`config.mk`:
```
export PLATFORM = sky130hd
export DESIGN_NAME = sun_tracker_motor_controller
export DESIGN_NICKNAME = d
export VERILOG_FILES = /design/src/hdl/stmc_pkg.sv /design/src/hdl/sun_tracker_motor_controller.sv
export SDC_FILE = /design/constraint.sdc
export NUM_CORES = 1
export LEC_CHECK = 0
export BUFFER_PORTS_ARGS = -buffer_cell sky130_fd_sc_hd__buf_2
export CAP_MARGIN = 20
export CORE_UTILIZATION = 45
export DETAILED_ROUTE_END_ITERATION = 6
export GPL_TIMING_DRIVEN = 0
export PLACE_DENSITY = 0.73
export SLEW_MARGIN = 20
export SYNTH_ARGS = -nofsm -noshare
export SYNTH_HDL_FRONTEND = slang
export SYNTH_SLANG_ARGS = --single-unit
export TNS_END_PERCENT = 10
```
`constraint.sdc`:
```
create_clock -name aclk -period 10.1 [get_ports aclk]
set_input_delay 0.505 -clock aclk [delete_from_list [all_inputs] [get_ports aclk]]
set_output_delay 0.505 -clock aclk [all_outputs]
set_load 0.03 [all_outputs]
```
`src/hdl/stmc_pkg.sv`:
```
// ----------------------------------------------------------------------------
// stmc_pkg
// Shared types and constants of the sun tracker motor controller: activity
// codes, scan phases, configuration register indexes and reset values.
// ----------------------------------------------------------------------------
package stmc_pkg;

    typedef enum logic [2:0] {
        ACT_IDLE    = 3'd0,
        ACT_SUNSET  = 3'd1,
        ACT_SUNRISE = 3'd2,
        ACT_CENTER  = 3'd3,
        ACT_LOW     = 3'd4,
        ACT_DARK    = 3'd5,
        ACT_LIMIT   = 3'd6,
        ACT_EXHAUST = 3'd7
    } activity_t;

    typedef enum logic [1:0] {
        PHASE_DECIDE  = 2'd0,
        PHASE_SUNSET  = 2'd1,
        PHASE_SUNRISE = 2'd2
    } scan_phase_t;

    localparam int CFG_INDEX_BITS = 3;
    localparam int CFG_DATA_BITS  = 8;
    localparam int COUNT_BITS     = 3;

    typedef enum logic [CFG_INDEX_BITS-1:0] {
        CFG_MOTOR_SPEED     = 3'd0,
        CFG_DARK_LEVEL      = 3'd1,
        CFG_LOW_LIGHT_INIT  = 3'd2,
        CFG_THRESHOLD_INIT  = 3'd3,
        CFG_THRESHOLD_STEP  = 3'd4,
        CFG_THRESHOLD_FLOOR = 3'd5,
        CFG_SCAN_LIMIT      = 3'd6
    } cfg_index_t;

    localparam logic [7:0] MOTOR_SPEED_RST     = 8'd220;
    localparam logic [7:0] DARK_LEVEL_RST      = 8'd170;
    localparam logic [7:0] LOW_LIGHT_INIT_RST  = 8'd210;
    localparam logic [7:0] THRESHOLD_INIT_RST  = 8'd245;
    localparam logic [7:0] THRESHOLD_STEP_RST  = 8'd15;
    localparam logic [7:0] THRESHOLD_FLOOR_RST = 8'd200;
    localparam logic [2:0] SCAN_LIMIT_RST      = 3'd3;

    // x / 10 as (x * 52429) >> 19, exact for x below 81920
    localparam logic [15:0] DIV10_RECIP = 16'd52429;
    localparam int          DIV10_SHIFT = 19;

    localparam int RESULT_BITS = 16;

endpackage

```
`src/hdl/sun_tracker_motor_controller.sv`:
```
// ----------------------------------------------------------------------------
// sun_tracker_motor_controller
// One motor decision per averaged sensor sample set: manual jog or automatic
// sunset/sunrise scanning with ambient light classification.
//
//   channel   direction  ports                          word
//   s_        in         s_tvalid s_tready s_tdata      one sample set
//   m_        out        m_tvalid m_tready m_tdata      one motor command
//   cfg_      in         cfg_valid cfg_ready cfg_index  one register write
//                        cfg_data
//
// One word per cycle sustained while m_tready stays high; a word passes the
// input register, then the decision logic into the result register.
// Reset (aresetn low, synchronous) restores register defaults and state.
// A stalled result holds in the result register while the input register
// still takes one more word; the decision fires only when the result
// register is free.
// ----------------------------------------------------------------------------
module sun_tracker_motor_controller #(
    parameter int LEVEL_BITS = 8
) (
    input  logic                                   aclk,
    input  logic                                   aresetn,
    input  logic                                   s_tvalid,
    output logic                                   s_tready,
    // pot_level, track_level, ambient_level, mode_pressed, left_pressed,
    // right_pressed, sunrise_stop, sunset_stop
    input  logic [((3*LEVEL_BITS+5+7)/8)*8-1:0]    s_tdata,
    output logic                                   m_tvalid,
    input  logic                                   m_tready,
    // brake_on, motor_dir, motor_duty[7:0], auto_active, activity[2:0]
    output logic [stmc_pkg::RESULT_BITS-1:0]       m_tdata,
    input  logic                                   cfg_valid,
    output logic                                   cfg_ready,
    input  logic [stmc_pkg::CFG_INDEX_BITS-1:0]    cfg_index,
    input  logic [stmc_pkg::CFG_DATA_BITS-1:0]     cfg_data
);
    import stmc_pkg::*;

    localparam int L = LEVEL_BITS;

    logic [7:0] motor_speed_reg, dark_level_reg, low_light_init_reg;
    logic [7:0] threshold_init_reg, threshold_step_reg, threshold_floor_reg;
    logic [COUNT_BITS-1:0] scan_limit_reg;

    logic              auto_mode_reg, auto_mode_next;
    scan_phase_t       scan_phase_reg, scan_phase_next;
    logic [L-1:0]      low_light_level_reg, low_light_level_next;
    logic [L-1:0]      center_threshold_reg, center_threshold_next;
    logic [COUNT_BITS-1:0] scan_count_reg, scan_count_next;
    logic              mode_prev_reg, mode_prev_next;
    logic              last_dir_reg, last_dir_next;

    logic              in_valid_reg;
    logic [L-1:0]      pot_reg, track_reg, ambient_reg;
    logic              mode_reg, left_reg, right_reg, sunrise_reg, sunset_reg;

    logic              out_valid_reg;
    logic [RESULT_BITS-1:0] out_data_reg;

    logic              advance;
    logic              brake;
    activity_t         act;
    logic [L+15:0]     div_prod;
    logic [L-1:0]      pot_div10;
    logic [L-1:0]      centered_level;
    logic [L-1:0]      dark_ext, floor_ext, step_ext;

    assign advance   = in_valid_reg && (!out_valid_reg || m_tready);
    assign s_tready  = !in_valid_reg || advance;
    assign cfg_ready = 1'b1;
    assign m_tvalid  = out_valid_reg;
    assign m_tdata   = out_data_reg;

    always_ff @(posedge aclk) begin
        if (!aresetn) begin
            motor_speed_reg     <= MOTOR_SPEED_RST;
            dark_level_reg      <= DARK_LEVEL_RST;
            low_light_init_reg  <= LOW_LIGHT_INIT_RST;
            threshold_init_reg  <= THRESHOLD_INIT_RST;
            threshold_step_reg  <= THRESHOLD_STEP_RST;
            threshold_floor_reg <= THRESHOLD_FLOOR_RST;
            scan_limit_reg      <= SCAN_LIMIT_RST;
        end else if (cfg_valid && cfg_ready) begin
            unique case (cfg_index)
                CFG_MOTOR_SPEED:     motor_speed_reg     <= cfg_data;
                CFG_DARK_LEVEL:      dark_level_reg      <= cfg_data;
                CFG_LOW_LIGHT_INIT:  low_light_init_reg  <= cfg_data;
                CFG_THRESHOLD_INIT:  threshold_init_reg  <= cfg_data;
                CFG_THRESHOLD_STEP:  threshold_step_reg  <= cfg_data;
                CFG_THRESHOLD_FLOOR: threshold_floor_reg <= cfg_data;
                CFG_SCAN_LIMIT:      scan_limit_reg      <= cfg_data[COUNT_BITS-1:0];
                default: ;
            endcase
        end
    end

    always_ff @(posedge aclk) begin
        if (!aresetn) begin
            in_valid_reg <= 1'b0;
        end else if (s_tvalid && s_tready) begin
            in_valid_reg <= 1'b1;
        end else if (advance) begin
            in_valid_reg <= 1'b0;
        end
    end

    always_ff @(posedge aclk) begin
        if (s_tvalid && s_tready) begin
            pot_reg     <= s_tdata[L-1:0];
            track_reg   <= s_tdata[2*L-1:L];
            ambient_reg <= s_tdata[3*L-1:2*L];
            mode_reg    <= s_tdata[3*L];
            left_reg    <= s_tdata[3*L+1];
            right_reg   <= s_tdata[3*L+2];
            sunrise_reg <= s_tdata[3*L+3];
            sunset_reg  <= s_tdata[3*L+4];
        end
    end

    assign div_prod       = (L+16)'(pot_reg) * (L+16)'(DIV10_RECIP);
    assign pot_div10      = L'(div_prod >> DIV10_SHIFT);
    assign centered_level = ambient_reg - pot_div10;
    assign dark_ext       = L'(dark_level_reg);
    assign floor_ext      = L'(threshold_floor_reg);
    assign step_ext       = L'(threshold_step_reg);

    // decision for the word in the input register
    always_comb begin
        auto_mode_next        = auto_mode_reg;
        scan_phase_next       = scan_phase_reg;
        low_light_level_next  = low_light_level_reg;
        center_threshold_next = center_threshold_reg;
        scan_count_next       = scan_count_reg;
        last_dir_next         = last_dir_reg;
        mode_prev_next        = mode_reg;
        brake                 = 1'b1;
        act                   = ACT_IDLE;

        if (mode_reg) begin
            if (!mode_prev_reg) begin
                auto_mode_next = !auto_mode_reg;
                if (!auto_mode_reg) begin
                    scan_count_next = '0;
                    scan_phase_next = PHASE_DECIDE;
                end
            end
        end else if (!auto_mode_reg) begin
            if (left_reg) begin
                last_dir_next = 1'b1;
                if (sunset_reg) begin
                    act = ACT_LIMIT;
                end else begin
                    brake = 1'b0;
                    act   = ACT_SUNSET;
                end
            end else if (right_reg) begin
                last_dir_next = 1'b0;
                if (sunrise_reg) begin
                    act = ACT_LIMIT;
                end else begin
                    brake = 1'b0;
                    act   = ACT_SUNRISE;
                end
            end
        end else if (ambient_reg <= dark_ext) begin
            low_light_level_next  = L'(low_light_init_reg);
            center_threshold_next = L'(threshold_init_reg);
            scan_count_next       = '0;
            scan_phase_next       = PHASE_DECIDE;
            act                   = ACT_DARK;
        end else if (ambient_reg <= low_light_level_reg) begin
            scan_count_next = '0;
            scan_phase_next = PHASE_DECIDE;
            act             = ACT_LOW;
        end else begin
            if (scan_phase_reg == PHASE_DECIDE) begin
                if (scan_count_next >= scan_limit_reg &&
                    center_threshold_next > floor_ext) begin
                    scan_count_next       = '0;
                    center_threshold_next = (center_threshold_next > step_ext) ?
                                            center_threshold_next - step_ext : '0;
                end
                if (!sunset_reg && scan_count_next < scan_limit_reg) begin
                    scan_count_next = scan_count_next + COUNT_BITS'(1);
                    scan_phase_next = PHASE_SUNSET;
                end else if (!sunrise_reg && scan_count_next < scan_limit_reg) begin
                    scan_count_next = scan_count_next + COUNT_BITS'(1);
                    scan_phase_next = PHASE_SUNRISE;
                end else begin
                    scan_phase_next = PHASE_DECIDE;
                end
                if (scan_phase_next == PHASE_DECIDE) begin
                    act = (scan_count_next >= scan_limit_reg) ? ACT_EXHAUST : ACT_LIMIT;
                end
            end
            case (scan_phase_next)
                PHASE_SUNSET: begin
                    if (sunset_reg) begin
                        act = ACT_LIMIT;
                        if (!sunrise_reg && scan_count_next < scan_limit_reg) begin
                            scan_count_next = scan_count_next + COUNT_BITS'(1);
                            scan_phase_next = PHASE_SUNRISE;
                        end else begin
                            scan_phase_next = PHASE_DECIDE;
                        end
                    end else if (track_reg > center_threshold_next) begin
                        low_light_level_next = centered_level;
                        scan_count_next      = '0;
                        act                  = ACT_CENTER;
                    end else begin
                        last_dir_next = 1'b1;
                        brake         = 1'b0;
                        act           = ACT_SUNSET;
                    end
                end
                PHASE_SUNRISE: begin
                    if (sunrise_reg) begin
                        act             = ACT_LIMIT;
                        scan_phase_next = PHASE_DECIDE;
                    end else if (track_reg > center_threshold_next) begin
                        scan_count_next = '0;
                        act             = ACT_CENTER;
                        scan_phase_next = PHASE_DECIDE;
                    end else begin
                        last_dir_next = 1'b0;
                        brake         = 1'b0;
                        act           = ACT_SUNRISE;
                    end
                end
                PHASE_DECIDE: ;
                default: scan_phase_next = PHASE_DECIDE;
            endcase
        end
    end

    always_ff @(posedge aclk) begin
        if (!aresetn) begin
            auto_mode_reg        <= 1'b0;
            scan_phase_reg       <= PHASE_DECIDE;
            low_light_level_reg  <= L'(LOW_LIGHT_INIT_RST);
            center_threshold_reg <= L'(THRESHOLD_INIT_RST);
            scan_count_reg       <= '0;
            mode_prev_reg        <= 1'b0;
            last_dir_reg         <= 1'b0;
        end else if (advance) begin
            auto_mode_reg        <= auto_mode_next;
            scan_phase_reg       <= scan_phase_next;
            low_light_level_reg  <= low_light_level_next;
            center_threshold_reg <= center_threshold_next;
            scan_count_reg       <= scan_count_next;
            mode_prev_reg        <= mode_prev_next;
            last_dir_reg         <= last_dir_next;
        end
    end

    always_ff @(posedge aclk) begin
        if (!aresetn) begin
            out_valid_reg <= 1'b0;
        end else if (advance) begin
            out_valid_reg <= 1'b1;
        end else if (m_tready) begin
            out_valid_reg <= 1'b0;
        end
    end

    always_ff @(posedge aclk) begin
        if (advance) begin
            out_data_reg <= {2'b00, act, auto_mode_next, motor_speed_reg,
                             last_dir_next, brake};
        end
    end

endmodule
```
* Yosys cells after proc, flatten, opt, wreduce, memory -nomap -nowiden
Cells that the tools add are included.
Word-level totals: bits in registers 120, latch bits 0, bits in writable memories 0, memory bits (read-only) 0, bits of input ports 48, output and inout bits 19, word-level logic and storage cells 194, memories 0
Operators by class: $add $sub $neg 4, multipliers 1, div/mod/pow operators 0, order comparisons 9, equal/unequal tests 12, shifts and indexed selects 0, mux-type cells 109, bitwise operators 1, reduce and logical (&&, ||, !) cells 32
Operator list (number):
- $mux W3 | 39
- $mux W8 | 14
- $mux W2 | 23
- $mux W1 | 28
- $gt A8 B8 Y1 | 3
- $mul A8 B16 Y24 const B | 1
- $le A8 B8 Y1 | 2
- $reduce_and A2 Y1 | 7
- $pmux W3 S2 | 2
- $reduce_bool A2 Y1 | 5
- $eq A3 B3 Y1 const B | 3
- $reduce_and A4 Y1 | 2
- $sub A8 B5 Y8 | 1
- $sub A8 B8 Y8 | 1
- $reduce_and A7 Y1 | 1
- $add A3 B1 Y3 const B | 2
- $eq A3 B2 Y1 const B | 2
- $ge A3 B3 Y1 | 2
- $logic_and A1 B1 Y1 | 6
- $logic_not A2 Y1 | 3
- $lt A3 B3 Y1 | 2
- $ne A2 B2 Y1 const B | 3
- $pmux W2 S3 | 1
- $logic_not A1 Y1 | 5
- 8 further kinds | 10

* Logic depth before layout (Yosys ltp)
Gate-level depths: netlist of the first run.
depth in word-level cells 31, mapped depth 24

* Worst setup path after synthesis of the first run
Ideal clock, no wire load.
kind reg2reg, start reg pot_reg[4], end reg low_light_level_reg[7], data arrival time 5.010 ns, path slack 4.984 ns, stages on the path, launching flop included 24, path buffers 0, cell sequence edfxtp_1 > ha_1 > fa_1 > inv_1 > fa_1 > fa_1 > inv_1 > ha_1 > a21o_1 > a21o_1 > a21oi_1 > o21ai_0 > a22oi_1 > nand2b_1 > xnor2_1 > ha_1 > nor2b_1 > o21ai_0 > a21oi_1 > o21a_1 > nor4_1 > xor2_1 > nor2_1 > o311ai_0
Between the ends: longest elaborated chain between the ends 7
RTL lines:
- from (decl) | RTL line sun_tracker_motor_controller.sv:55 | logic [L-1:0] pot_reg, track_reg, ambient_reg;
- from (signal assigned) | RTL line sun_tracker_motor_controller.sv:110 | pot_reg <= s_tdata[L-1:0];
- $mul A8 B16 Y24 | RTL line sun_tracker_motor_controller.sv:121 | assign div_prod = (L+16)'(pot_reg) * (L+16)'(DIV10_RECIP);
- $sub A8 B5 Y8 | RTL line sun_tracker_motor_controller.sv:123 | assign centered_level = ambient_reg - pot_div10;
- $mux W8 | RTL line sun_tracker_motor_controller.sv:207 | end else if (track_reg > center_threshold_next) begin
- $mux W8 | RTL line sun_tracker_motor_controller.sv:199 | if (sunset_reg) begin
- $mux W8 | RTL line sun_tracker_motor_controller.sv:197 | case (scan_phase_next)
- $mux W8 | RTL line sun_tracker_motor_controller.sv:172 | end else if (ambient_reg <= low_light_level_reg) begin
- $mux W8 | RTL line sun_tracker_motor_controller.sv:166 | end else if (ambient_reg <= dark_ext) begin
- to (signal assigned) | RTL line sun_tracker_motor_controller.sv:241 | low_light_level_reg <= L'(LOW_LIGHT_INIT_RST);
- to (signal assigned) | RTL line sun_tracker_motor_controller.sv:249 | low_light_level_reg <= low_light_level_next;
- to (decl) | RTL line sun_tracker_motor_controller.sv:48 | logic [L-1:0] low_light_level_reg, low_light_level_next;
Every way passes these cells. The select of a mux whose other input is x is not followed. A chain may end at the register's enable or synchronous reset.

* Final worst setup path of the first run
start reg center_threshold_reg[5], end reg scan_count_reg[2]
Between the ends: longest elaborated chain between the ends 31, elaborated cells between the ends (all ways) 60, those cells by class 3 x add/sub; 5 x order compare; 2 x eq/ne; 46 x mux; 4 x reduce/logical
RTL lines:
- from (decl) | RTL line sun_tracker_motor_controller.sv:49 | logic [L-1:0] center_threshold_reg, center_threshold_next;
- from (signal assigned) | RTL line sun_tracker_motor_controller.sv:242 | center_threshold_reg <= L'(THRESHOLD_INIT_RST);
- from (signal assigned) | RTL line sun_tracker_motor_controller.sv:250 | center_threshold_reg <= center_threshold_next;
- $gt A8 B8 Y1 | RTL line sun_tracker_motor_controller.sv:179 | center_threshold_next > floor_ext) begin
- $logic_and A1 B1 Y1 | RTL line sun_tracker_motor_controller.sv:178 | if (scan_count_next >= scan_limit_reg &&
- $mux W3 | RTL line sun_tracker_motor_controller.sv:178
- $mux W3 | RTL line sun_tracker_motor_controller.sv:177 | if (scan_phase_reg == PHASE_DECIDE) begin
- $mux W3 | RTL line sun_tracker_motor_controller.sv:172
- $mux W3 | RTL line sun_tracker_motor_controller.sv:166
- $mux W3 | RTL line sun_tracker_motor_controller.sv:148 | end else if (!auto_mode_reg) begin
- $mux W3 | RTL line sun_tracker_motor_controller.sv:140 | if (mode_reg) begin
- [... 15 more ...]
- $logic_and A1 B1 Y1 | RTL line sun_tracker_motor_controller.sv:201 | if (!sunrise_reg && scan_count_next < scan_limit_reg) begin
- $mux W3 | RTL line sun_tracker_motor_controller.sv:201
- $mux W3 | RTL line sun_tracker_motor_controller.sv:199
- $pmux W3 S2 * | RTL line sun_tracker_motor_controller.sv:197
- $mux W3 * | RTL line sun_tracker_motor_controller.sv:172
- $mux W3 * | RTL line sun_tracker_motor_controller.sv:166
- $mux W3 * | RTL line sun_tracker_motor_controller.sv:148
- $mux W3 * | RTL line sun_tracker_motor_controller.sv:140
- to (signal assigned) | RTL line sun_tracker_motor_controller.sv:251 | scan_count_reg <= scan_count_next;
- to (decl) | RTL line sun_tracker_motor_controller.sv:50 | logic [COUNT_BITS-1:0] scan_count_reg, scan_count_next;
Mark *: on every way between the ends. The rest lies on a longest branch, timed or not. The select of a mux whose other input is x is not followed.

==> flow_summary.ini, run 1 <==
[run_status]
status = finished clean

[synthesis]
seq_area_frac_synth = 0.350
syn_inst = 877
synth.distinct_cells = 79
synth_edf_count = 43
synth.top_cells.by_area = dfxtp_1 (19%), ha_1 (17%), edfxtp_1 (16%)
synthTopCellsByCount = nand2_1 (135), ha_1 (109), inv_1 (94)
synth_seq_cells = 120
yosys.area.top_type = dfxtp_1
syn_avg_cell_area_um2 = 9.22
async_flop_share = 0
synth_top_area_frac = 0.191
synth.yosys.warnings = 0
syn_area_um2 = 8080
synth_flop_cell = dfxtp_1
yosysMostFrequentCell = nand2_1

[power]
leakage_nw = 4.23
power_density_nw_per_um2 = 161
vdd_drop_max_uv = 152
finalPower_mw = 1.49

[cts]
numClockSinks = 120
h-tree-depth = 4
cts_buffers = 17
cts_root_buf = clkbuf_16
tritoncts = yes
cts_setup_buffers = 0
cts_hold_buf = 0
clk_latency_ns = 0.42
cts_resized = 0
cts.clk_slew.worst_paths_ns = 0.06
cts_buffer_depth = 2

[floorplan]
rows = 48
start_util = 0.464
die-area_um2 = 18500
die_height_um = 136
die_x_um = 136
pin_count = 67
core_area_um2 = 17400

[timing]
rsz0062_at_grt = no
maxSlewHeadroom = 0.386
hold_violations = 0
fin_skew_ns = 0.00848
setup_tns_ns = 0
finalMaxSlewViolations = 0
period_minus_slack_ns = 5.91
finalCritPeriodShare = 0.585
setup-violations-final = 0
timing.fmax_ghz = 0.169
worst_pin_slew_ns = 0.911

[global_routing]
grt_pass1_wl_um = 31600
grt_overflow_total = 0
grtUsageTotal = 0.221
antenna_found_initial = 0
grt_max_degree = 30
first_global_vias = 6409
use_met1 = 0.281
use_met2 = 0.377
grt-busiest-layer = met2
grt_use_met3 = 0.0451

[worst_hold_path]
hold_depth = 1
hold_end = mode_prev_next
min-delay-start = s_tdata[24]
hp-class = primary input to register

[critical_path]
crit_fanout = 10
path_class = register to register
r2r_cells = 20
cp-start-kind = register
crit_required_ns = 10.42
reg2reg_from = center_threshold_reg[5]
crit_arrival_ns = 6.23
timing.rr.end = scan_count_reg[2]
end_kind = register
rrSetupSlack_ns = 4.19

[routing]
wl_per_cell_um = 15.9
vias_per_cell = 5.46
drt_pass1_iterations = 7
drt_iter0_drc = 505
ant_nets = 0
num_vias = 6520
routed_wl_um = 19100
drc_errors = 0

[placement]
gp_congestion = 0.895
port_buffers = 59
place_area_um2 = 8680
placed_cells = 1163
dp_hpwl_um = 14400

[final_layout]
syn_to_final_growth_pct = 14.9
fin_nets = 1132
fin_area_um2 = 9290
n_antenna_cell = 0
utilization = 0.533
drive_above_1_share = 0.129
largest_reg_flops = 14
instances_no_fill = 1195

[flow_run]
maxCapViolCount = 0
==> per-layer routing <==
layer | share of wire | routed length, um | vias to the layer above
met1 | 0.45 | 8570 | 3062
met3 | 0.049 | 942 | 29
met5 | 0 | 0 | -
met2 | 0.49 | 9270 | 178
met4 | 0.014 | 276 | 0
li1 | - | - | 3251
==> through the flow <==
| step | setup slack, ns | hold WS (ns) |
|---|---|---|
| 4_1_cts | 4.24 | 0.242 |
| 3_5_place_dp | 4.27 | 0.420 |
| 6_report | 4.19 | 0.253 |
| 2_1_floorplan | 4.98 | 0.408 |
| 5_1_grt | 3.77 | 0.239 |
| 3_3_place_gp | 4.31 | 0.414 |
==> power breakdown <==
group	internal, mW	total, mW	leakage (nW)	switching (mW)
Combinational	0.147	0.348	2.90	0.200
Sequential	0.519	0.531	1.03	0.0118
Clock	0.373	0.613	0.299	0.240
Total	1.04	1.49	4.23	0.452
==> how the worst max path moves through the flow <==
stage	startpoint	to	slack, ns	depth (start not counted)
floorplan	pot_reg[4]	low_light_level_reg[7]	4.98	23
global placement	center_threshold_reg[5]	scan_count_reg[2]	4.31	20
detailed placement	center_threshold_reg[5]	scan_count_reg[2]	4.27	20
CTS	center_threshold_reg[5]	scan_count_reg[2]	4.24	20
global route	scan_count_reg[0]	scan_count_reg[2]	3.77	21
finish	center_threshold_reg[5]	scan_count_reg[2]	4.19	20
==> area by class of cell <==
type	count	area (um2)
fill	1597	8130
multi-input combinational	636	4770
sequential	120	2830
clock buffer	19	475
inverter	94	353
timing repair buffer	60	310
tap	225	282
clock inverter	13	130
buffer	28	130
==> kinds of logic after synthesis <==
| logic type | Yosys count | share of synthesized area |
|---|---|---|
| fa+ha+maj | 127 | 0.213 |
| compound gates | 191 | 0.174 |
| flops | 120 | 0.350 |
| simple gates | 286 | 0.169 |
| mux | 10 | 0.0125 |
| xor+xnor | 19 | 0.0206 |
| other cells | 2 | 0.000929 |
| buf+inv | 122 | 0.0598 |
==> worst max-delay path: stages, from the launching register on <==
cell and delay [ns]:
dfxtp_1 0.44, ha_1 0.28, nand4_1 0.20, nor2_1 0.11, a211oi_4 0.45, nand2_1 0.18, and2_1 0.21, ha_1 0.31
nor2b_1 0.14, o21a_1 0.23, nor3_4 0.36, nand2_1 0.17, a222oi_1 0.60, ha_1 0.36, a2111oi_1 0.66, nand2_1 0.12
a211o_1 0.28, nand2_1 0.06, a41oi_1 0.11, o211a_1 0.32, o211a_1 0.21
==> layout by cell type (no fill, tap or decap), drive strengths merged, types with 9 or more instances in the layout <==
master  instances
edfxtp         43
fa             18
nor2           35
a21oi          41
nand3          39
o211ai         20
nand2b         11
dfxtp          77
nor2b          21
inv           100
clkbuf         38
mux2i           9
o21ai          24
a21boi         21
a22oi          10
xnor2          11
ha            109
nand2         135
buf            69
nor3           10
a21o           16
and2           10
Power figures use the tool's default switching activity.
==> run 2: changes to the inputs <==
==> constraint.sdc (replaced) <==
create_clock -name aclk -period 5.5 [get_ports aclk]
set_input_delay 0.275 -clock aclk [delete_from_list [all_inputs] [get_ports aclk]]
set_output_delay 0.275 -clock aclk [all_outputs]
set_load 0.03 [all_outputs]
==> run 2 against run 1 <==
Compared with the run above: die area did not move; setup slack lost 4.1 ns; fmax increased by 9.6%; sequential share of layout area shrank 0.72 points; clock skew hardly changed; final area is 2.5% higher; clock-buffer cell count stayed put; combinational power increased by 110%; critical endpoint is now low_light_level_reg[7]; largest cell class unchanged; highest routed layer unchanged.
==> flow_summary.ini, run 2 (same netlist as run 1, synthesis figures left out) <==
[run_status]
status = finished clean

[final_layout]
regArea_um2 = 2840
fillers = 1561
n_antenna_cell = 0
multi_input_area_um2 = 4880
utilization = 0.547
largest_reg_flops = 14
fin_nets = 1149
final_common_cell = nand2_1
fin_area_um2 = 9520
instances_no_fill = 1212
drive_above_1_share = 0.166
syn_to_final_growth_pct = 17.8
final_cell_mix = nand2_1 (134), ha_1 (105), inv_1 (92)

[global_routing]
grt_overflow_total = 0
grtUsageTotal = 0.222
grt_pass1_wl_um = 31800
grt_max_degree = 30
antenna_found_initial = 0
first_global_vias = 6431

[placement]
gp_congestion = 0.895
placed_cells = 1163
dp_slack_ns = -0.329
place_area_um2 = 8680
port_buffers = 59
dp_hpwl_um = 14400

[floorplan]
core_area_um2 = 17400
die-area_um2 = 18500
rows = 48
start_util = 0.464
pin_count = 67
die_height_um = 136
die_x_um = 136

[critical_path]
r2r_cells = 23
crit_arrival_ns = 5.72
worst_path_largest_cell_delay_ns = 0.58
path_class = register to register
slowest_stage = fa_2
timing.rr.end = low_light_level_reg[7]
cp-start-kind = register
rrSetupSlack_ns = 0.11
crit_fanout = 3
reg2reg_from = pot_reg[3]
crit_required_ns = 5.83
end_kind = register
cp_cell_sequence = ha_2 > fa_2 > inv_2 > fa_1 > fa_2 > inv_2 > ha_4 > a21o_1 > a21o_1 > a21oi_2 > o21ai_2 > a22oi_2 > nand2b_1 > xnor2_2 > ha_1 > nor2b_1 > o21ai_1 > a21oi_1 > o21a_1 > nor4_2 > xor2_1 > nor2_1 > o311ai_1

[routing]
ant_nets = 0
vias_per_cell = 5.47
wl_per_cell_um = 16.3
drc_errors = 0
routed_wl_um = 19800
drt_iter0_drc = 467
num_vias = 6631
drt_pass1_iterations = 7

[cts]
tritoncts = yes
numClockSinks = 120
cts.clk_slew.worst_paths_ns = 0.06
cts_buffer_depth = 2
cts_hold_buf = 0
cts_root_buf = clkbuf_16
h-tree-depth = 4
clk_latency_ns = 0.42
cts_buffers = 17

[worst_hold_path]
hp-class = primary input to register
hold_end = mode_prev_next
hold_depth = 1
min-delay-start = s_tdata[24]

[timing]
worst_pin_slew_ns = 0.914
worst_slack_ns = 0.109
setup-violations-final = 0
timing.fmax_ghz = 0.186
hold_violations = 0
setup_tns_ns = 0
finalMaxSlewViolations = 0
maxSlewHeadroom = 0.385
period_minus_slack_ns = 5.39
hold-worst-slack_ns = 0.0224
finalCritPeriodShare = 0.980
fin_skew_ns = 0.00890
rsz0062_at_grt = yes

[power]
p_seq_frac = 0.344
finalPower_mw = 2.83
switching_share = 0.307
internal_power_mw = 1.96
leakage_nw = 4.32
combPwrFrac = 0.259
power_frac_clock = 0.397
switchingPower_mw = 0.871
power_density_nw_per_um2 = 298
vdd_drop_max_uv = 287

[flow_run]
maxCapViolCount = 0
-- run 2: worst max-delay path, delay by kind of cell (launching register included) --
kind	cells	cell delay, ns
adders and majority gates	6	2.30
xor gates and xnor gates	2	0.35
buffers and inverters	2	0.10
DFF	1	0.41
and+or+nand+nor	4	0.63
AOI/OAI and AO/OA	9	1.51
-- run 2: worst max path at each step --
stage	from	endpoint	slack, ns	cells after the start
floorplan	pot_reg[4]	low_light_level_reg[7]	0.38	23
CTS	pot_reg[3]	low_light_level_reg[7]	0.04	23
finish	pot_reg[3]	low_light_level_reg[7]	0.11	23
detailed placement	center_threshold_reg[5]	scan_count_reg[2]	-0.33	20
global placement	center_threshold_reg[5]	scan_count_reg[2]	-0.29	20
global route	pot_reg[3]	low_light_level_reg[7]	-0.18	23
-- run 2: power groups by stage --
stage / clock network, mW / logic [mW] / registers, mW
5_1_grt: 1.18 / 0.827 / 0.977
2_1_floorplan: 0 / 0.472 / 0.995
6_report: 1.13 / 0.734 / 0.974
3_5_place_dp: 0 / 0.635 / 0.994
3_3_place_gp: 0 / 0.621 / 0.994
4_1_cts: 1.14 / 0.652 / 0.975
-- run 2: timing repair --
item / 4_1_cts / 5_1_grt
resized for setup: 3 / 25
buffers inserted: 3 / 14
setup endpoints to repair: 4 / 6
pin swaps: 3 / 24
-- run 2: layer usage --
metal / track usage / vias to the layer above / wire length [um]
met5: 0 / - / 0
met4: 0.0586 / 0 / 299
li1: - / 3280 / -
met3: 0.0451 / 33 / 917
met1: 0.283 / 3129 / 8830
met2: 0.378 / 189 / 9720
-- run 2: layout make-up --
cell class              count  share of cell area
plain buffers              28              0.0137
clock buffers              19              0.0499
clock inverters            13              0.0137
inverters                  94              0.0371
multi-input cells         636               0.512
flip-flops and latches    120               0.298
well taps                 225              0.0296
repair buffers             77              0.0460
